## src/rtl/spr_pkg.sv

```systemverilog
// Shared types and constants for the stream pattern replace block.
package spr_pkg;

    // Configuration port geometry: four 64-bit registers at 8-byte spacing
    localparam int CFG_DATA_W = 64;
    localparam int CFG_ADDR_W = 5;

    // Width of the length registers
    localparam int LEN_W = 4;

    // Default sizes of pattern and replacement content
    localparam int DEF_MAX_PATTERN_BYTES = 8;
    localparam int DEF_MAX_CONTENT_BYTES = 8;

    // Register indexes
    typedef enum logic [1:0] {
        REG_PATTERN_BYTES  = 2'd0,
        REG_PATTERN_LENGTH = 2'd1,
        REG_CONTENT_BYTES  = 2'd2,
        REG_CONTENT_LENGTH = 2'd3
    } reg_idx_t;

    // Configuration register contents as written
    typedef struct packed {
        logic [63:0]      pattern_bytes;
        logic [LEN_W-1:0] pattern_length;
        logic [63:0]      content_bytes;
        logic [LEN_W-1:0] content_length;
    } cfg_t;

    // Result of the shared compare unit
    typedef struct packed {
        logic prefix_ok;   // held bytes agree with the pattern head
        logic full;        // held count equals pattern length
        logic partial;     // held count below pattern length
    } match_t;

    // Sequencer states
    typedef enum logic [2:0] {
        ST_IDLE,
        ST_SCAN,
        ST_CONTENT,
        ST_FLUSH,
        ST_FINISH
    } state_t;

endpackage

```

## src/rtl/spr_cfg.sv

```systemverilog
// APB-style configuration registers for the stream pattern replace block.
module spr_cfg
    import spr_pkg::*;
(
    input  logic                  clk,
    input  logic                  rst_n,
    input  logic                  psel,
    input  logic                  penable,
    input  logic                  pwrite,
    input  logic [CFG_ADDR_W-1:0] paddr,
    input  logic [CFG_DATA_W-1:0] pwdata,
    output logic [CFG_DATA_W-1:0] prdata,
    output cfg_t                  cfg,
    output logic                  wr_pulse
);

    cfg_t     cfg_reg;
    cfg_t     cfg_next;
    reg_idx_t idx;

    assign idx      = reg_idx_t'(paddr[4:3]);
    assign wr_pulse = psel && penable && pwrite;
    assign cfg      = cfg_reg;

    // Decode the write
    always_comb
    begin
        cfg_next = cfg_reg;
        if (wr_pulse)
        begin
            unique case (idx)
                REG_PATTERN_BYTES:  cfg_next.pattern_bytes  = pwdata;
                REG_PATTERN_LENGTH: cfg_next.pattern_length = pwdata[LEN_W-1:0];
                REG_CONTENT_BYTES:  cfg_next.content_bytes  = pwdata;
                REG_CONTENT_LENGTH: cfg_next.content_length = pwdata[LEN_W-1:0];
                default:            cfg_next = cfg_reg;
            endcase
        end
    end

    // Hold the registers
    always_ff @(posedge clk or negedge rst_n)
    begin
        if (!rst_n)
        begin
            cfg_reg <= '0;
        end
        else
        begin
            cfg_reg <= cfg_next;
        end
    end

    // Read back
    always_comb
    begin
        unique case (idx)
            REG_PATTERN_BYTES:  prdata = cfg_reg.pattern_bytes;
            REG_PATTERN_LENGTH: prdata = CFG_DATA_W'(cfg_reg.pattern_length);
            REG_CONTENT_BYTES:  prdata = cfg_reg.content_bytes;
            REG_CONTENT_LENGTH: prdata = CFG_DATA_W'(cfg_reg.content_length);
            default:            prdata = '0;
        endcase
    end

endmodule

```

## src/rtl/spr_match.sv

```systemverilog
// Shared compare unit: checks the held bytes against the head of the pattern.
module spr_match
    import spr_pkg::*;
#(
    parameter int MAX_PATTERN_BYTES = DEF_MAX_PATTERN_BYTES
)
(
    input  logic [7:0]                               held [MAX_PATTERN_BYTES],
    input  logic [$clog2(MAX_PATTERN_BYTES+1)-1:0]   len,
    input  logic [63:0]                              pattern,
    input  logic [LEN_W-1:0]                         plen,
    output match_t                                   res
);

    localparam int LW = $clog2(MAX_PATTERN_BYTES + 1);

    logic [MAX_PATTERN_BYTES-1:0] hit;

    // Compare every held position; positions past the count always agree
    for (genvar i = 0; i < MAX_PATTERN_BYTES; i++)
    begin : g_cmp
        assign hit[i] = (LW'(i) >= len) || (held[i] == pattern[8*i +: 8]);
    end

    assign res.prefix_ok = &hit;
    assign res.full      = (LEN_W'(len) == plen);
    assign res.partial   = (LEN_W'(len) < plen);

endmodule

```

## src/rtl/stream_pattern_replace.sv

```systemverilog
// Top level of the stream pattern replace block: sequencer, held bytes, output stage.
//
//  channel  | handshake                   | payload
//  ---------+-----------------------------+-------------------------------------
//  input    | in_valid / in_stall         | data_byte, byte_present, token_end
//  output   | out_valid / out_stall       | out_byte, out_present, out_end
//  config   | psel, penable, pwrite, pready | paddr, pwdata, prdata
//
// A word passes through an accept step, scan steps that release held bytes and a step that
// ends the scan, content steps that write the replacement bytes after a match, flush steps
// that release the held bytes at token end plus a step that ends the flush, and a closing
// step that passes on the pending word, with the end mark when the token ends.
// The single byte-compare unit checks the held bytes once per sequencer step.
// Reset clears the sequencer, held count, pending slot and output stage; no sweep.
// A stalled output holds the sequencer at the next step that has to emit.
module stream_pattern_replace
    import spr_pkg::*;
#(
    parameter int MAX_PATTERN_BYTES = DEF_MAX_PATTERN_BYTES,
    parameter int MAX_CONTENT_BYTES = DEF_MAX_CONTENT_BYTES
)
(
    input  logic                  clk,
    input  logic                  rst_n,
    // input words
    input  logic                  in_valid,
    output logic                  in_stall,
    input  logic [7:0]            data_byte,
    input  logic                  byte_present,
    input  logic                  token_end,
    // output words
    output logic                  out_valid,
    input  logic                  out_stall,
    output logic [7:0]            out_byte,
    output logic                  out_present,
    output logic                  out_end,
    // configuration
    input  logic                  psel,
    input  logic                  penable,
    input  logic                  pwrite,
    input  logic [CFG_ADDR_W-1:0] paddr,
    input  logic [CFG_DATA_W-1:0] pwdata,
    output logic [CFG_DATA_W-1:0] prdata,
    output logic                  pready
);

    localparam int LW = $clog2(MAX_PATTERN_BYTES + 1);
    localparam int CW = $clog2(MAX_CONTENT_BYTES + 1);

    cfg_t             cfg;
    logic             cfg_wr;
    match_t           mres;
    logic [LEN_W-1:0] plen_sat;
    logic [LEN_W-1:0] clen_sat;
    logic [63:0]      content_word;

    state_t           state_reg, state_next;
    logic [LW-1:0]    len_reg, len_next, len_base;
    logic [7:0]       held_reg  [MAX_PATTERN_BYTES];
    logic [7:0]       held_next [MAX_PATTERN_BYTES];
    logic             end_reg, end_next;
    logic [CW-1:0]    cnt_reg, cnt_next;
    logic             pend_valid_reg, pend_valid_next;
    logic [7:0]       pend_byte_reg, pend_byte_next;
    logic             out_valid_reg, out_valid_next;
    logic [7:0]       out_byte_reg, out_byte_next;
    logic             out_present_reg, out_present_next;
    logic             out_end_reg, out_end_next;

    logic             slot_free;
    logic             emit_ok;
    logic             emit_req;
    logic [7:0]       emit_byte;
    logic             push;
    logic [7:0]       push_byte;
    logic             push_present;
    logic             push_end;

    assign pready = 1'b1;

    spr_cfg u_cfg (
        .clk      (clk),
        .rst_n    (rst_n),
        .psel     (psel),
        .penable  (penable),
        .pwrite   (pwrite),
        .paddr    (paddr),
        .pwdata   (pwdata),
        .prdata   (prdata),
        .cfg      (cfg),
        .wr_pulse (cfg_wr)
    );

    // Clamp oversized lengths
    assign plen_sat = (cfg.pattern_length > LEN_W'(MAX_PATTERN_BYTES)) ?
                      LEN_W'(MAX_PATTERN_BYTES) : cfg.pattern_length;
    assign clen_sat = (cfg.content_length > LEN_W'(MAX_CONTENT_BYTES)) ?
                      LEN_W'(MAX_CONTENT_BYTES) : cfg.content_length;

    spr_match #(
        .MAX_PATTERN_BYTES (MAX_PATTERN_BYTES)
    ) u_match (
        .held    (held_reg),
        .len     (len_reg),
        .pattern (cfg.pattern_bytes),
        .plen    (plen_sat),
        .res     (mres)
    );

    // Select the current replacement byte
    assign content_word = cfg.content_bytes >> {cnt_reg, 3'b000};

    assign slot_free = !out_valid_reg || !out_stall;
    assign emit_ok   = !pend_valid_reg || slot_free;
    assign len_base  = cfg_wr ? '0 : len_reg;
    assign in_stall  = (state_reg != ST_IDLE);

    // Sequencer: next state, held bytes and emitted words
    always_comb
    begin
        state_next      = state_reg;
        len_next        = len_reg;
        held_next       = held_reg;
        end_next        = end_reg;
        cnt_next        = cnt_reg;
        pend_valid_next = pend_valid_reg;
        pend_byte_next  = pend_byte_reg;
        emit_req        = 1'b0;
        emit_byte       = 8'h00;
        push            = 1'b0;
        push_byte       = 8'h00;
        push_present    = 1'b0;
        push_end        = 1'b0;

        unique case (state_reg)
            ST_IDLE:
            begin
                if (cfg_wr)
                begin
                    len_next = '0;
                end
                if (in_valid)
                begin
                    end_next   = token_end;
                    state_next = ST_SCAN;
                    if (byte_present)
                    begin
                        for (int i = 0; i < MAX_PATTERN_BYTES; i++)
                        begin
                            if (len_base == LW'(i))
                            begin
                                held_next[i] = data_byte;
                            end
                        end
                        len_next = LW'(len_base + 1'b1);
                    end
                end
            end

            ST_SCAN:
            begin
                if (len_reg == '0)
                begin
                    state_next = ST_FLUSH;
                end
                else if (mres.prefix_ok && mres.full)
                begin
                    // Whole pattern matched: drop the held bytes, write content
                    len_next   = '0;
                    cnt_next   = '0;
                    state_next = ST_CONTENT;
                end
                else if (mres.prefix_ok && mres.partial)
                begin
                    state_next = ST_FLUSH;
                end
                else
                begin
                    // Release the oldest held byte and check the rest again
                    emit_req  = 1'b1;
                    emit_byte = held_reg[0];
                    if (emit_ok)
                    begin
                        for (int i = 0; i < MAX_PATTERN_BYTES - 1; i++)
                        begin
                            held_next[i] = held_reg[i+1];
                        end
                        len_next = LW'(len_reg - 1'b1);
                    end
                end
            end

            ST_CONTENT:
            begin
                if (LEN_W'(cnt_reg) == clen_sat)
                begin
                    state_next = ST_FLUSH;
                end
                else
                begin
                    emit_req  = 1'b1;
                    emit_byte = content_word[7:0];
                    if (emit_ok)
                    begin
                        cnt_next = CW'(cnt_reg + 1'b1);
                    end
                end
            end

            ST_FLUSH:
            begin
                if (end_reg && (len_reg != '0))
                begin
                    // Token end: release every held byte
                    emit_req  = 1'b1;
                    emit_byte = held_reg[0];
                    if (emit_ok)
                    begin
                        for (int i = 0; i < MAX_PATTERN_BYTES - 1; i++)
                        begin
                            held_next[i] = held_reg[i+1];
                        end
                        len_next = LW'(len_reg - 1'b1);
                    end
                end
                else
                begin
                    state_next = ST_FINISH;
                end
            end

            ST_FINISH:
            begin
                if (end_reg)
                begin
                    // Last word of the token carries the end mark
                    if (slot_free)
                    begin
                        push            = 1'b1;
                        push_byte       = pend_valid_reg ? pend_byte_reg : 8'h00;
                        push_present    = pend_valid_reg;
                        push_end        = 1'b1;
                        pend_valid_next = 1'b0;
                        state_next      = ST_IDLE;
                    end
                end
                else if (!pend_valid_reg)
                begin
                    state_next = ST_IDLE;
                end
                else if (slot_free)
                begin
                    push            = 1'b1;
                    push_byte       = pend_byte_reg;
                    push_present    = 1'b1;
                    pend_valid_next = 1'b0;
                    state_next      = ST_IDLE;
                end
            end

            default:
            begin
                state_next = ST_IDLE;
            end
        endcase

        // Keep one word pending so the end mark can land on the last one
        if (emit_req && emit_ok)
        begin
            if (pend_valid_reg)
            begin
                push         = 1'b1;
                push_byte    = pend_byte_reg;
                push_present = 1'b1;
                push_end     = 1'b0;
            end
            pend_valid_next = 1'b1;
            pend_byte_next  = emit_byte;
        end
    end

    // Output stage
    always_comb
    begin
        out_valid_next   = out_valid_reg;
        out_byte_next    = out_byte_reg;
        out_present_next = out_present_reg;
        out_end_next     = out_end_reg;
        if (push)
        begin
            out_valid_next   = 1'b1;
            out_byte_next    = push_byte;
            out_present_next = push_present;
            out_end_next     = push_end;
        end
        else if (!out_stall)
        begin
            out_valid_next = 1'b0;
        end
    end

    // Control registers
    always_ff @(posedge clk or negedge rst_n)
    begin
        if (!rst_n)
        begin
            state_reg      <= ST_IDLE;
            len_reg        <= '0;
            end_reg        <= 1'b0;
            cnt_reg        <= '0;
            pend_valid_reg <= 1'b0;
            out_valid_reg  <= 1'b0;
        end
        else
        begin
            state_reg      <= state_next;
            len_reg        <= len_next;
            end_reg        <= end_next;
            cnt_reg        <= cnt_next;
            pend_valid_reg <= pend_valid_next;
            out_valid_reg  <= out_valid_next;
        end
    end

    // Payload registers
    always_ff @(posedge clk)
    begin
        held_reg        <= held_next;
        pend_byte_reg   <= pend_byte_next;
        out_byte_reg    <= out_byte_next;
        out_present_reg <= out_present_next;
        out_end_reg     <= out_end_next;
    end

    assign out_valid   = out_valid_reg;
    assign out_byte    = out_byte_reg;
    assign out_present = out_present_reg;
    assign out_end     = out_end_reg;

endmodule

```

## config.mk

```make
export PLATFORM = sky130hd
export DESIGN_NAME = stream_pattern_replace
export DESIGN_NICKNAME = d
export VERILOG_FILES = /design/src/rtl/spr_pkg.sv /design/src/rtl/spr_cfg.sv /design/src/rtl/spr_match.sv /design/src/rtl/stream_pattern_replace.sv
export SDC_FILE = /design/constraint.sdc
export NUM_CORES = 1
export LEC_CHECK = 0
export ABC_AREA = 1
export BUFFER_PORTS_ARGS = -buffer_cell sky130_fd_sc_hd__buf_2
export CORE_ASPECT_RATIO = 0.6
export CORE_UTILIZATION = 50
export DETAILED_ROUTE_END_ITERATION = 6
export MAX_ROUTING_LAYER = met4
export PLACE_DENSITY = 0.71
export SETUP_SLACK_MARGIN = 0.4
export SLEW_MARGIN = 20
export SYNTH_ARGS = -nofsm -noshare
export SYNTH_HDL_FRONTEND = slang
export SYNTH_SLANG_ARGS = --single-unit
```

## constraint.sdc

```tcl
create_clock -name clk -period 3.29 [get_ports clk]
set_input_delay 0.4935 -clock clk [delete_from_list [all_inputs] [get_ports clk]]
set_output_delay 0.4935 -clock clk [all_outputs]
set_load 0.02 [all_outputs]
```

==> results of run 1 <==
## worst register-to-register path, cell delays in order (launching register included)
cell and delay (ns):
dfrtp_1 0.41, nor3_1 0.17, o21ai_0 0.11, ha_1 0.29, nand2_1 0.07, a21oi_1 0.06
a211oi_1 0.39, o211ai_4 0.13, nand2_2 0.12, nand2_2 0.15, nand3_1 0.15, nand2_1 0.29
## layout make-up
| type | count | area, um2 | area share, % |
|---|---|---|---|
| clock buffer | 37 | 719 | 5.15 |
| clock inverter | 3 | 17.5 | 0.125 |
| inverter | 171 | 647 | 4.63 |
| multi-input combinational | 929 | 4890 | 35.0 |
| sequential | 232 | 6220 | 44.5 |
| tap | 315 | 394 | 2.82 |
| timing repair buffer | 186 | 1090 | 7.82 |
## report_power, final
part / leakage, nW / switching [mW] / internal (mW)
registers: 2.58 / 0.708 / 4.34
logic: 3.71 / 3.41 / 1.67
clock network: 0.361 / 1.11 / 1.49
total: 6.65 / 5.23 / 7.50
## kinds of logic (layout without fill, tap and decap cells)
logic type,Yosys count,after routing
xor+xnor,48,48
compound gates,312,312
flops,232,232
other cells,1,1
mux,36,36
simple gates,519,519
fa+ha+maj,13,13
buf+inv,233,397
## placed cells by master, fill, tap and decap left out, drive strengths merged
master	synthesis	routed
nor3	6	6
o2111ai	3	3
a221oi	2	2
o211ai	2	2
nand2	388	388
xnor2	43	43
and3	1	1
clkinv	3	5
clkbuf	38	37
or2	2	2
ha	13	13
o22ai	24	24
o21ai	194	194
nand4	11	11
dlygate4sd3	0	1
nand3	40	40
clkinvlp	0	1
a211oi	1	1
xor2	5	5
conb	1	1
inv	168	168
dfrtp	150	150
edfxtp	82	82
nor4	1	1
a21oi	86	86
nor2	70	70
mux2	36	36
buf	24	185
## metal layers
metal  vias to the layer above  wire length, um
met5                         -                0
met4                         0              655
met3                        52             3580
met2                       528            14400
met1                      4904            16700
li1                       4843                -
## final timing paths
| kind | start | endpoint |
|---|---|---|
| setup / recovery | u_cfg.cfg[69]$_DFFE_PN0P_ | out_byte[2]$_DFFE_PP_ |
| hold / removal | data_byte[7] | held_reg[7]$_DFFE_PP_ |
| setup reg to reg | u_cfg.cfg[69]$_DFFE_PN0P_ | out_byte[2]$_DFFE_PP_ |
| hold reg to reg | u_cfg.cfg[73]$_DFFE_PN0P_ | u_cfg.cfg[73]$_DFFE_PN0P_ |
| max in group asynchronous | rst_n | len_reg[2]$_DFFE_PN0P_ |
| min in group asynchronous | rst_n | u_cfg.cfg[24]$_DFFE_PN0P_ |
## timing repair
item | CTS | global route
endpoints found under the hold margin | 52 | 0
hold buffers | 1 | 0
gates resized for setup | 0 | 1
endpoints found under the setup margin | 0 | 8
==> results by group, run 1 <==
Status
  • Outcome: finished, final reports clean

Timing
  • Endpoints failing hold: 0
  • Tcrit/Tclk final: 81.7%
  • Slew Viols, Final: 0
  • Worst slew margin: 25.3%
  • RSZ-0062 raised after global routing: false
  • Worst-Margin Slew: 1.12 ns
  • Minimum clock period after layout: 2.69 ns
  • Setup tns final: 0 ns
  • Final Setup Violations: 0
  • Final hold slack: 0.179 ns
  • Layout Skew: 0.0183 ns
  • Setup WS post-layout: 0.602 ns
  • Fmax: 0.372 GHz

Clocking
  • Clock Pin Slew Worst Setup and Hold Paths: 0.07 ns
  • Clock Tree Buf Depth: 3
  • Post-CTS setup buffer count: 0
  • CTS buffer count: 22
  • H-tree depth: 1
  • Clock Latency Late Sink: 0.52 ns
  • TritonCTS clock tree: yes
  • Root buffer cell: clkbuf_16
  • Clock sinks: 232

Floorplanning
  • Initial Util: 51.4%
  • Die X: 202 um
  • Die height: 122 um
  • Die area: 24700 um2
  • Row count: 43
  • Ports: 163
  • Area of the core: 23300 um2

Cells and area
  • Fin cells: 1873
  • Final nets: 1641
  • Inserted Diodes: 0
  • Fin area: 14000 um2
  • Proportion of layout cells with a drive suffix above 1: 20.0%
  • Area growth, synth to finish: 16.4%
  • Number of flip-flops in the largest register: 136
  • Fin util: 59.8%
  • FILL cells: 2073

Synthesis
  • Multiplexer area fraction after synthesis: 3.38%
  • Top_reg_cell synth: dfrtp_1
  • Mapped Cells: 1394
  • Post-synth EDFFs: 82
  • Compound-Gate Fraction of Synth Area: 13.8%
  • Yosys reg bits: 232
  • Synth Area in Adders: 1.36%
  • Dominant cells by area after synthesis: dfrtp_1, edfxtp_1, nand2_1
  • Library cells used by synthesis: 45
  • Commonest cells in the netlist: nand2_1, o21ai_0, inv_1
  • Post-synthesis cell area: 12000 um2
  • Most frequent cell after synthesis: nand2_1
  • Synth async-reset ratio: 64.7%
  • Synth area leader: dfrtp_1
  • Largest family of logic cells by synthesized area: simple AND/OR/NAND/NOR gates
  • Synthesized area per cell: 8.61 um2
  • Post-synthesis simple-gate area fraction: 18.4%
  • Synth warnings: 0
  • Post-synth net total: 1493
  • Synth top area share: 31.3%
  • XOR/XNOR share of the synthesized area: 3.50%
  • Register area share after synthesis: 51.8%

Critical path
  • Worst path depth: 11
  • Critical path class: flop to flop
  • Worst Setup End Kind: flop
  • WP data required: 3.46 ns
  • Worst-path fanout max: 10
  • Largest delay contributor family on the critical path: simple AND/OR/NAND/NOR gates
  • Crit path buffers/inverters: 0
  • Crit-path slowest cell: dfrtp_1
  • Cell Chain, Critical Path: nor3_1 -> o21ai_0 -> ha_1 -> nand2_1 -> a21oi_1 -> a211oi_1 -> o211ai_4 -> nand2_2 -> nand2_2 -> nand3_1 -> nand2_1
  • Cells on worst reg2reg path: 11
  • Critical Path Max Stage Delay: 0.41 ns
  • Critical Path AT: 2.85 ns
  • Crit path launch type: flop
  • FF-to-FF setup slack: 0.60 ns

Route
  • 1st-pass router iterations: 6
  • Routed wire length: 35300 um
  • WL per Instance: 18.8 um
  • Remaining DRCs: 0
  • ANT nets after route: 0
  • Via density: 5.51
  • 1st-iter DRT viols: 1121
  • Via count: 10327

Power and ir drop
  • Final Power: 12.7 mW
  • Pwr Density: 911 nW/um2
  • Worst VDD drop: 0.363 mV
  • P_leak: 6.65 nW

GRT
  • GRT Overall Usage: 29.8%
  • Largest net degree at the start of global routing: 71
  • Grt met2 use: 40.9%
  • Congestion Overflow GR: 0
  • Met3 track utilization from global routing: 5.40%
  • Vias in the first global route: 9520
  • Met1 track demand over resource: 45.5%
  • GRT Max-Usage Layer: met1
  • First-pass GRT wire length: 54000 um
  • Antenna violations before repair: 0

Placed design
  • Pre-CTS setup slack: 0.513 ns
  • Gp weighted congestion: 0.919
  • Detailed placement HPWL: 26200 um
  • Port Buf Inserts: 158
  • Post-DP Area: 13200 um2
  • Placed cells: 1831

Hold path
  • Worst Hold Depth: 1
  • Hold WC Path Type: primary input to flop

Job
  • Max_cap viols: 0
No activity file was read; power rests on OpenSTA's default activity.
==> run 2, diff against run 1 <==
- PLACE_DENSITY: 0.71 -> 0.74
- clock period: 3.29 -> 2.4 ns (I/O delays scaled with it)
==> results by group, run 2 (same netlist as run 1, synthesis figures left out) <==
Status
  • Outcome: finished, violations left
  • Failing checks: negative setup slack

Critical path
  • Cells on worst reg2reg path: 10
  • Crit path launch type: flop
  • Critical Path Source: u_cfg.cfg[70]$_DFFE_PN0P_
  • Worst-path fanout max: 8
  • FF-to-FF Start: u_cfg.cfg[70]$_DFFE_PN0P_
  • Worst Setup End Kind: flop
  • Critical Path AT: 2.59 ns
  • FF-to-FF setup slack: -0.0004 ns
  • Reg2reg end: held_reg[29]$_DFFE_PP_
  • Crit-path slowest cell: dfrtp_1
  • Critical path class: flop to flop
  • Cell Chain, Critical Path: nor3_2 -> o21ai_2 -> ha_4 -> nand2_2 -> a21oi_2 -> a211oi_2 -> o211ai_4 -> o21ai_4 -> buf_12 -> a21oi_4
  • Critical Path Max Stage Delay: 0.40 ns
  • WP data required: 2.59 ns

Timing
  • RSZ-0062 raised after global routing: true
  • Layout Skew: 0.0268 ns
  • Worst-Margin Slew: 0.565 ns
  • Final Setup Violations: 1
  • Setup WS post-layout: -0.000413 ns
  • Tcrit/Tclk final: 100%
  • Final hold slack: 0.0408 ns
  • Worst slew margin: 62.2%
  • Endpoints failing hold: 0
  • Minimum clock period after layout: 2.40 ns
  • Fmax: 0.417 GHz
  • Slew Viols, Final: 0

Clocking
  • Clock sinks: 232
  • TritonCTS clock tree: yes
  • Root buffer cell: clkbuf_16
  • H-tree depth: 1
  • CTS buffer count: 23
  • Clock Tree Buf Depth: 3
  • Clock Pin Slew Worst Setup and Hold Paths: 0.06 ns
  • Clock Latency Late Sink: 0.54 ns

Route
  • 1st-iter DRT viols: 1357
  • 1st-pass router iterations: 7
  • Remaining DRCs: 0
  • Routed wire length: 37800 um
  • Via count: 10871
  • ANT nets after route: 0
  • Via density: 5.66
  • WL per Instance: 19.7 um

Cells and area
  • FILL cells: 1841
  • Number of flip-flops in the largest register: 136
  • Commonest non-fill, non-tap cells in the layout: nand2_1, o21ai_0, buf_2, inv_1, dfrtp_1
  • Fin cells: 1921
  • Commonest non-fill, non-tap cell in the layout: nand2_1
  • Proportion of layout cells with a drive suffix above 1: 27.0%
  • Area growth, synth to finish: 23.6%
  • Final nets: 1688

Power and ir drop
  • Pwr Density: 1310 nW/um2
  • Worst VDD drop: 0.649 mV
  • P_int: 11.5 mW
  • Share of power burned in registers: 35.9%
  • Switching portion of total power: 40.9%
  • P_leak: 6.97 nW
  • Clock power frac: 19.8%
  • Logic pwr share: 44.2%
  • Switching Power: 7.97 mW

GRT
  • Largest net degree at the start of global routing: 95
  • Vias in the first global route: 9881
  • First-pass GRT wire length: 56800 um
  • Congestion Overflow GR: 0
  • Antenna violations before repair: 1
  • GRT Overall Usage: 31.5%

Job
  • Max_cap viols: 0

Floorplanning
  • Initial Util: 51.4%
  • Die height: 122 um
  • Row count: 43
  • Area of the core: 23300 um2
  • Ports: 163
  • Die X: 202 um
  • Die area: 24700 um2

Placed design
  • Placed cells: 1851
  • Port Buf Inserts: 158
  • Gp weighted congestion: 1.01
  • Detailed placement HPWL: 27800 um

Hold path
  • Hold WC Path Type: primary input to flop
  • Worst Hold Depth: 1
  • WHS Endpoint: held_reg[6]$_DFFE_PP_
  • Hold path start: data_byte[6]
## run 2: cell count changes in the layout (fill, tap and decap cells not counted), moves of 10 or more
cell,before,now
buf_6,1,11
nand2_1,377,361
buf_4,21,52
dfrtp_2,0,13
dfrtp_1,150,137
inv_1,152,141
nor2_1,59,47
## run 2: metal layers
metal / track usage (%) / wire (um) / vias up
li1: - / - / 4944
met5: - / 0 / -
met3: 9.82 / 5120 / 73
met4: 6.39 / 781 / 0
met1: 45.9 / 16600 / 5196
met2: 42.7 / 15400 / 658
## run 2: cell type report
cell class	instances	area [um2]	share of cell area, %
antenna	1	2.50	0.0169
clock buffer	33	653	4.40
timing repair buffer	231	1520	10.2
tap	315	394	2.66
clock inverter	8	143	0.961
inverter	171	659	4.44
multi-input combinational	930	5230	35.3
sequential	232	6230	42.0
## run 2: how the worst max path moves through the flow
| stage | end | slack (ns) | cells past startpoint |
|---|---|---|---|
| floorplan | pend_byte_reg[0]$_DFFE_PN_ | 0.23 | 12 |
| global placement | out_byte[6]$_DFFE_PP_ | 0.11 | 11 |
| detailed placement | out_byte[4]$_DFFE_PP_ | 0.05 | 11 |
| CTS | held_reg[29]$_DFFE_PP_ | 0.09 | 10 |
| global route | held_reg[17]$_DFFE_PP_ | -0.06 | 10 |
| finish | held_reg[29]$_DFFE_PP_ | -0.0004 | 10 |
## run 2: power groups by stage
stage / clock (mW) / combinational (mW) / sequential (mW)
6_report: 3.86 / 8.62 / 7.00
3_5_place_dp: 0 / 7.33 / 6.99
4_1_cts: 3.87 / 8.06 / 6.92
2_1_floorplan: 0 / 5.09 / 6.72
5_1_grt: 4.03 / 9.35 / 7.10
3_3_place_gp: 0 / 7.13 / 6.96
## run 2: timing repair
item / CTS / global route
endpoints found under the setup margin: 112 / 111
endpoints found under the hold margin: 27 / 0
hold buffers: 1 / 0
gates resized for setup: 32 / 64
pin swaps: 6 / 19
cloned: 1 / 0
setup buffers: 12 / 14
## run 2: worst max-delay path: cells and delay by family, from the launching register on
| family | cells | cell delay [ns] |
|---|---|---|
| compound gates | 6 | 0.90 |
| buf+inv | 1 | 0.17 |
| simple gates | 2 | 0.30 |
| fa+ha+maj | 1 | 0.29 |
| flops | 1 | 0.40 |
## run 2: through the flow
stage               utilization, %   TNS (ns)  area, um2  setup slack [ns]  total power, mW
finish                        63.5  -0.000413      14800         -0.000413             19.5
global route                  63.5      -1.69      14800           -0.0611             20.5
CTS                           62.3          0      14500            0.0941             18.9
detailed placement            57.7          0      13500            0.0543             14.3
global placement              57.7          0      13500             0.112             14.1
floorplan                        -          0      12100             0.233             11.8
==> run 3, diff against run 2 <==
- ABC_AREA: 1 -> default
==> results by group, run 3 <==
Timing
  • Minimum clock period after layout: 2.80 ns
  • Setup WS post-layout: -0.404 ns
  • RSZ-0062 raised after global routing: true
  • Worst slew margin: 53.3%
  • Tcrit/Tclk final: 117%
  • Slew Viols, Final: 0
  • Layout Skew: 0.0215 ns
  • Final hold slack: 0.0295 ns
  • Worst-Margin Slew: 0.700 ns
  • Fmax: 0.357 GHz
  • Endpoints failing hold: 0
  • Final Setup Violations: 103

Synthesis
  • Yosys reg bits: 232
  • Mapped Cells: 934
  • Post-synth net total: 1033
  • Post-synthesis cell area: 11800 um2
  • Synth top area share: 31.7%
  • Synth async-reset ratio: 64.7%
  • Post-synth EDFFs: 82
  • Top_reg_cell synth: dfrtp_1
  • Library cells used by synthesis: 59
  • Most frequent cell after synthesis: dfrtp_1
  • Dominant cells by area after synthesis: dfrtp_1, edfxtp_1, mux2_2
  • Commonest cells in the netlist: dfrtp_1, mux2_2, edfxtp_1
  • Synthesized area per cell: 12.7 um2
  • Synth warnings: 0
  • Register area share after synthesis: 52.6%
  • Synth area leader: dfrtp_1

Route
  • Met1 WL: 16200 um
  • 1st-iter DRT viols: 801
  • 1st-pass router iterations: 5
  • WL met2: 14200 um
  • Uppermost layer routed: met4
  • Routed wire length: 35000 um
  • Met3 wire length: 3890 um
  • Via count: 9125
  • ANT nets after route: 0
  • Remaining DRCs: 0
  • WL per Instance: 22.3 um
  • Via density: 5.82

Critical path
  • Crit-path slowest cell: dfrtp_1
  • Crit path buffers/inverters: 1
  • Critical Path Max Stage Delay: 0.41 ns
  • Critical path class: flop to flop
  • Cell Chain, Critical Path: xor2_1 -> nor4_1 -> buf_4 -> nand2_4 -> a2111oi_4 -> nand4_2 -> o31a_1 -> or2_4 -> and3_4
  • Worst Setup End Kind: flop
  • Crit path launch type: flop
  • WP data required: 2.69 ns
  • Largest delay contributor family on the critical path: simple AND/OR/NAND/NOR gates
  • Critical Path AT: 3.09 ns
  • Worst-path fanout max: 5

Floorplanning
  • Row count: 43
  • Area of the core: 23100 um2
  • Die X: 201 um
  • Die height: 121 um
  • Initial Util: 51.1%
  • Ports: 163
  • Die area: 24300 um2

Power and ir drop
  • Worst VDD drop: 0.641 mV
  • Clock power frac: 18.3%
  • Pwr Density: 1280 nW/um2
  • Logic pwr share: 44.9%
  • P_leak: 7.26 nW
  • P_int: 12.2 mW
  • Switching portion of total power: 37.8%
  • Share of power burned in registers: 36.8%
  • Switching Power: 7.40 mW

Cells and area
  • Multi-input logic area: 5610 um2
  • Area growth, synth to finish: 29.6%
  • Commonest non-fill, non-tap cells in the layout: buf_4, buf_2, dfrtp_1, mux2_2, edfxtp_1
  • FILL cells: 1686
  • Final nets: 1334
  • Proportion of layout cells with a drive suffix above 1: 46.2%
  • Number of flip-flops in the largest register: 136
  • Register area: 6220 um2
  • Fin area: 15300 um2
  • Commonest non-fill, non-tap cell in the layout: buf_4

Clocking
  • Clock Tree Buf Depth: 3
  • CTS buffer count: 23
  • Clock Latency Late Sink: 0.55 ns
  • Clock sinks: 232
  • Clock Pin Slew Worst Setup and Hold Paths: 0.07 ns
  • Root buffer cell: clkbuf_16
  • TritonCTS clock tree: yes
  • H-tree depth: 1

Placed design
  • Gp weighted congestion: 0.955
  • Post-DP Area: 14200 um2
  • Port Buf Inserts: 158
  • Detailed placement HPWL: 25600 um

GRT
  • First-pass GRT wire length: 52900 um
  • Antenna violations before repair: 1
  • Largest net degree at the start of global routing: 63
  • GRT Overall Usage: 29.9%
  • Vias in the first global route: 8760
  • Congestion Overflow GR: 0

Hold path
  • Hold WC Path Type: primary input to flop

Status
  • Failing checks: negative setup slack
  • Outcome: finished, violations left

Job
  • Max_cap viols: 0
run 3: cell count changes in the layout (fill, tap and decap cells not counted), moves of 20 or more:
cell,before,now
mux4_2,0,20
buf_4,52,158
inv_1,141,12
xnor2_1,40,20
xor2_1,5,50
mux2_2,36,136
o21ai_0,172,17
nor2_1,47,80
a21oi_1,81,11
o22ai_1,24,2
mux2i_1,0,67
nand2_1,361,16
a21o_1,0,58
run 3: logic make-up (layout without fill, tap and decap cells):
logic type / after synthesis / after routing / synth area share (%)
AO/OA/AOI/OAI: 135 / 135 / 8.20
XOR/XNOR: 70 / 70 / 5.18
adder cells (fa/ha/maj): 13 / 13 / 1.38
buffers and inverters: 78 / 395 / 2.52
flip-flops: 232 / 232 / 52.6
multiplexers: 224 / 224 / 22.5
other: 1 / 2 / 0.0317
AND/OR/NAND/NOR: 181 / 182 / 7.62
run 3: final cells by class:
cell class | instances | share of cell area, %
antenna | 1 | 0.0163
clock buffer | 32 | 4.18
clock inverter | 10 | 0.588
inverter | 17 | 0.449
multi-input combinational | 625 | 36.6
sequential | 232 | 40.6
tap | 315 | 2.57
timing repair buffer | 336 | 15.0
run 3: final timing paths:
kind,startpoint,endpoint,slack (ns),depth (start not counted)
worst max-delay path,u_cfg.cfg[82]$_DFFE_PN0P_,out_byte[4]$_DFFE_PP_,-0.40,9
worst min-delay path,data_byte[5],held_reg[5]$_DFFE_PP_,0.03,1
worst max register to register,u_cfg.cfg[82]$_DFFE_PN0P_,out_byte[4]$_DFFE_PP_,-0.40,9
worst min register to register,u_cfg.cfg[51]$_DFFE_PN0P_,u_cfg.cfg[51]$_DFFE_PN0P_,0.53,1
max in group asynchronous,rst_n,u_cfg.cfg[39]$_DFFE_PN0P_,1.28,3
min in group asynchronous,rst_n,len_reg[3]$_DFFE_PN0P_,0.42,2
run 3: power groups by stage:
stage               Sequential (mW)  Clock, mW  Combinational, mW
floorplan                      6.92          0               4.55
global route                   7.33       3.75               9.37
detailed placement             7.19          0               7.80
CTS                            7.15       3.59               8.27
global placement               7.18          0               7.63
finish                         7.20       3.57               8.79
run 3: timing repair:
item / in CTS / in global routing
endpoints found under the setup margin: 117 / 174
hold buffers: 1 / 0
endpoints found under the hold margin: 56 / 0
gates cloned: 1 / 0
gates resized for setup: 43 / 35
setup buffers: 9 / 3
pin swaps: 5 / 8
run 3: layer usage:
metal  GRT usage (%)  vias up
met5               -        -
met4            6.15        0
met3            9.85       48
met2            38.9      456
met1            44.7     4595
li1                -     4026
run 3: metrics by stage:
stage               instances  TNS (ns)  power [mW]  setup slack [ns]  util (%)
finish                   1568    -32.37        19.6            -0.404      66.2
detailed placement       1511    -28.55        15.0            -0.389      61.2
floorplan                 934     -7.72        11.5            -0.266         -
CTS                      1564    -19.55        19.0            -0.319      65.4
global placement         1511    -27.94        14.8            -0.377      61.2
global route             1568    -39.80        20.5            -0.459      66.2
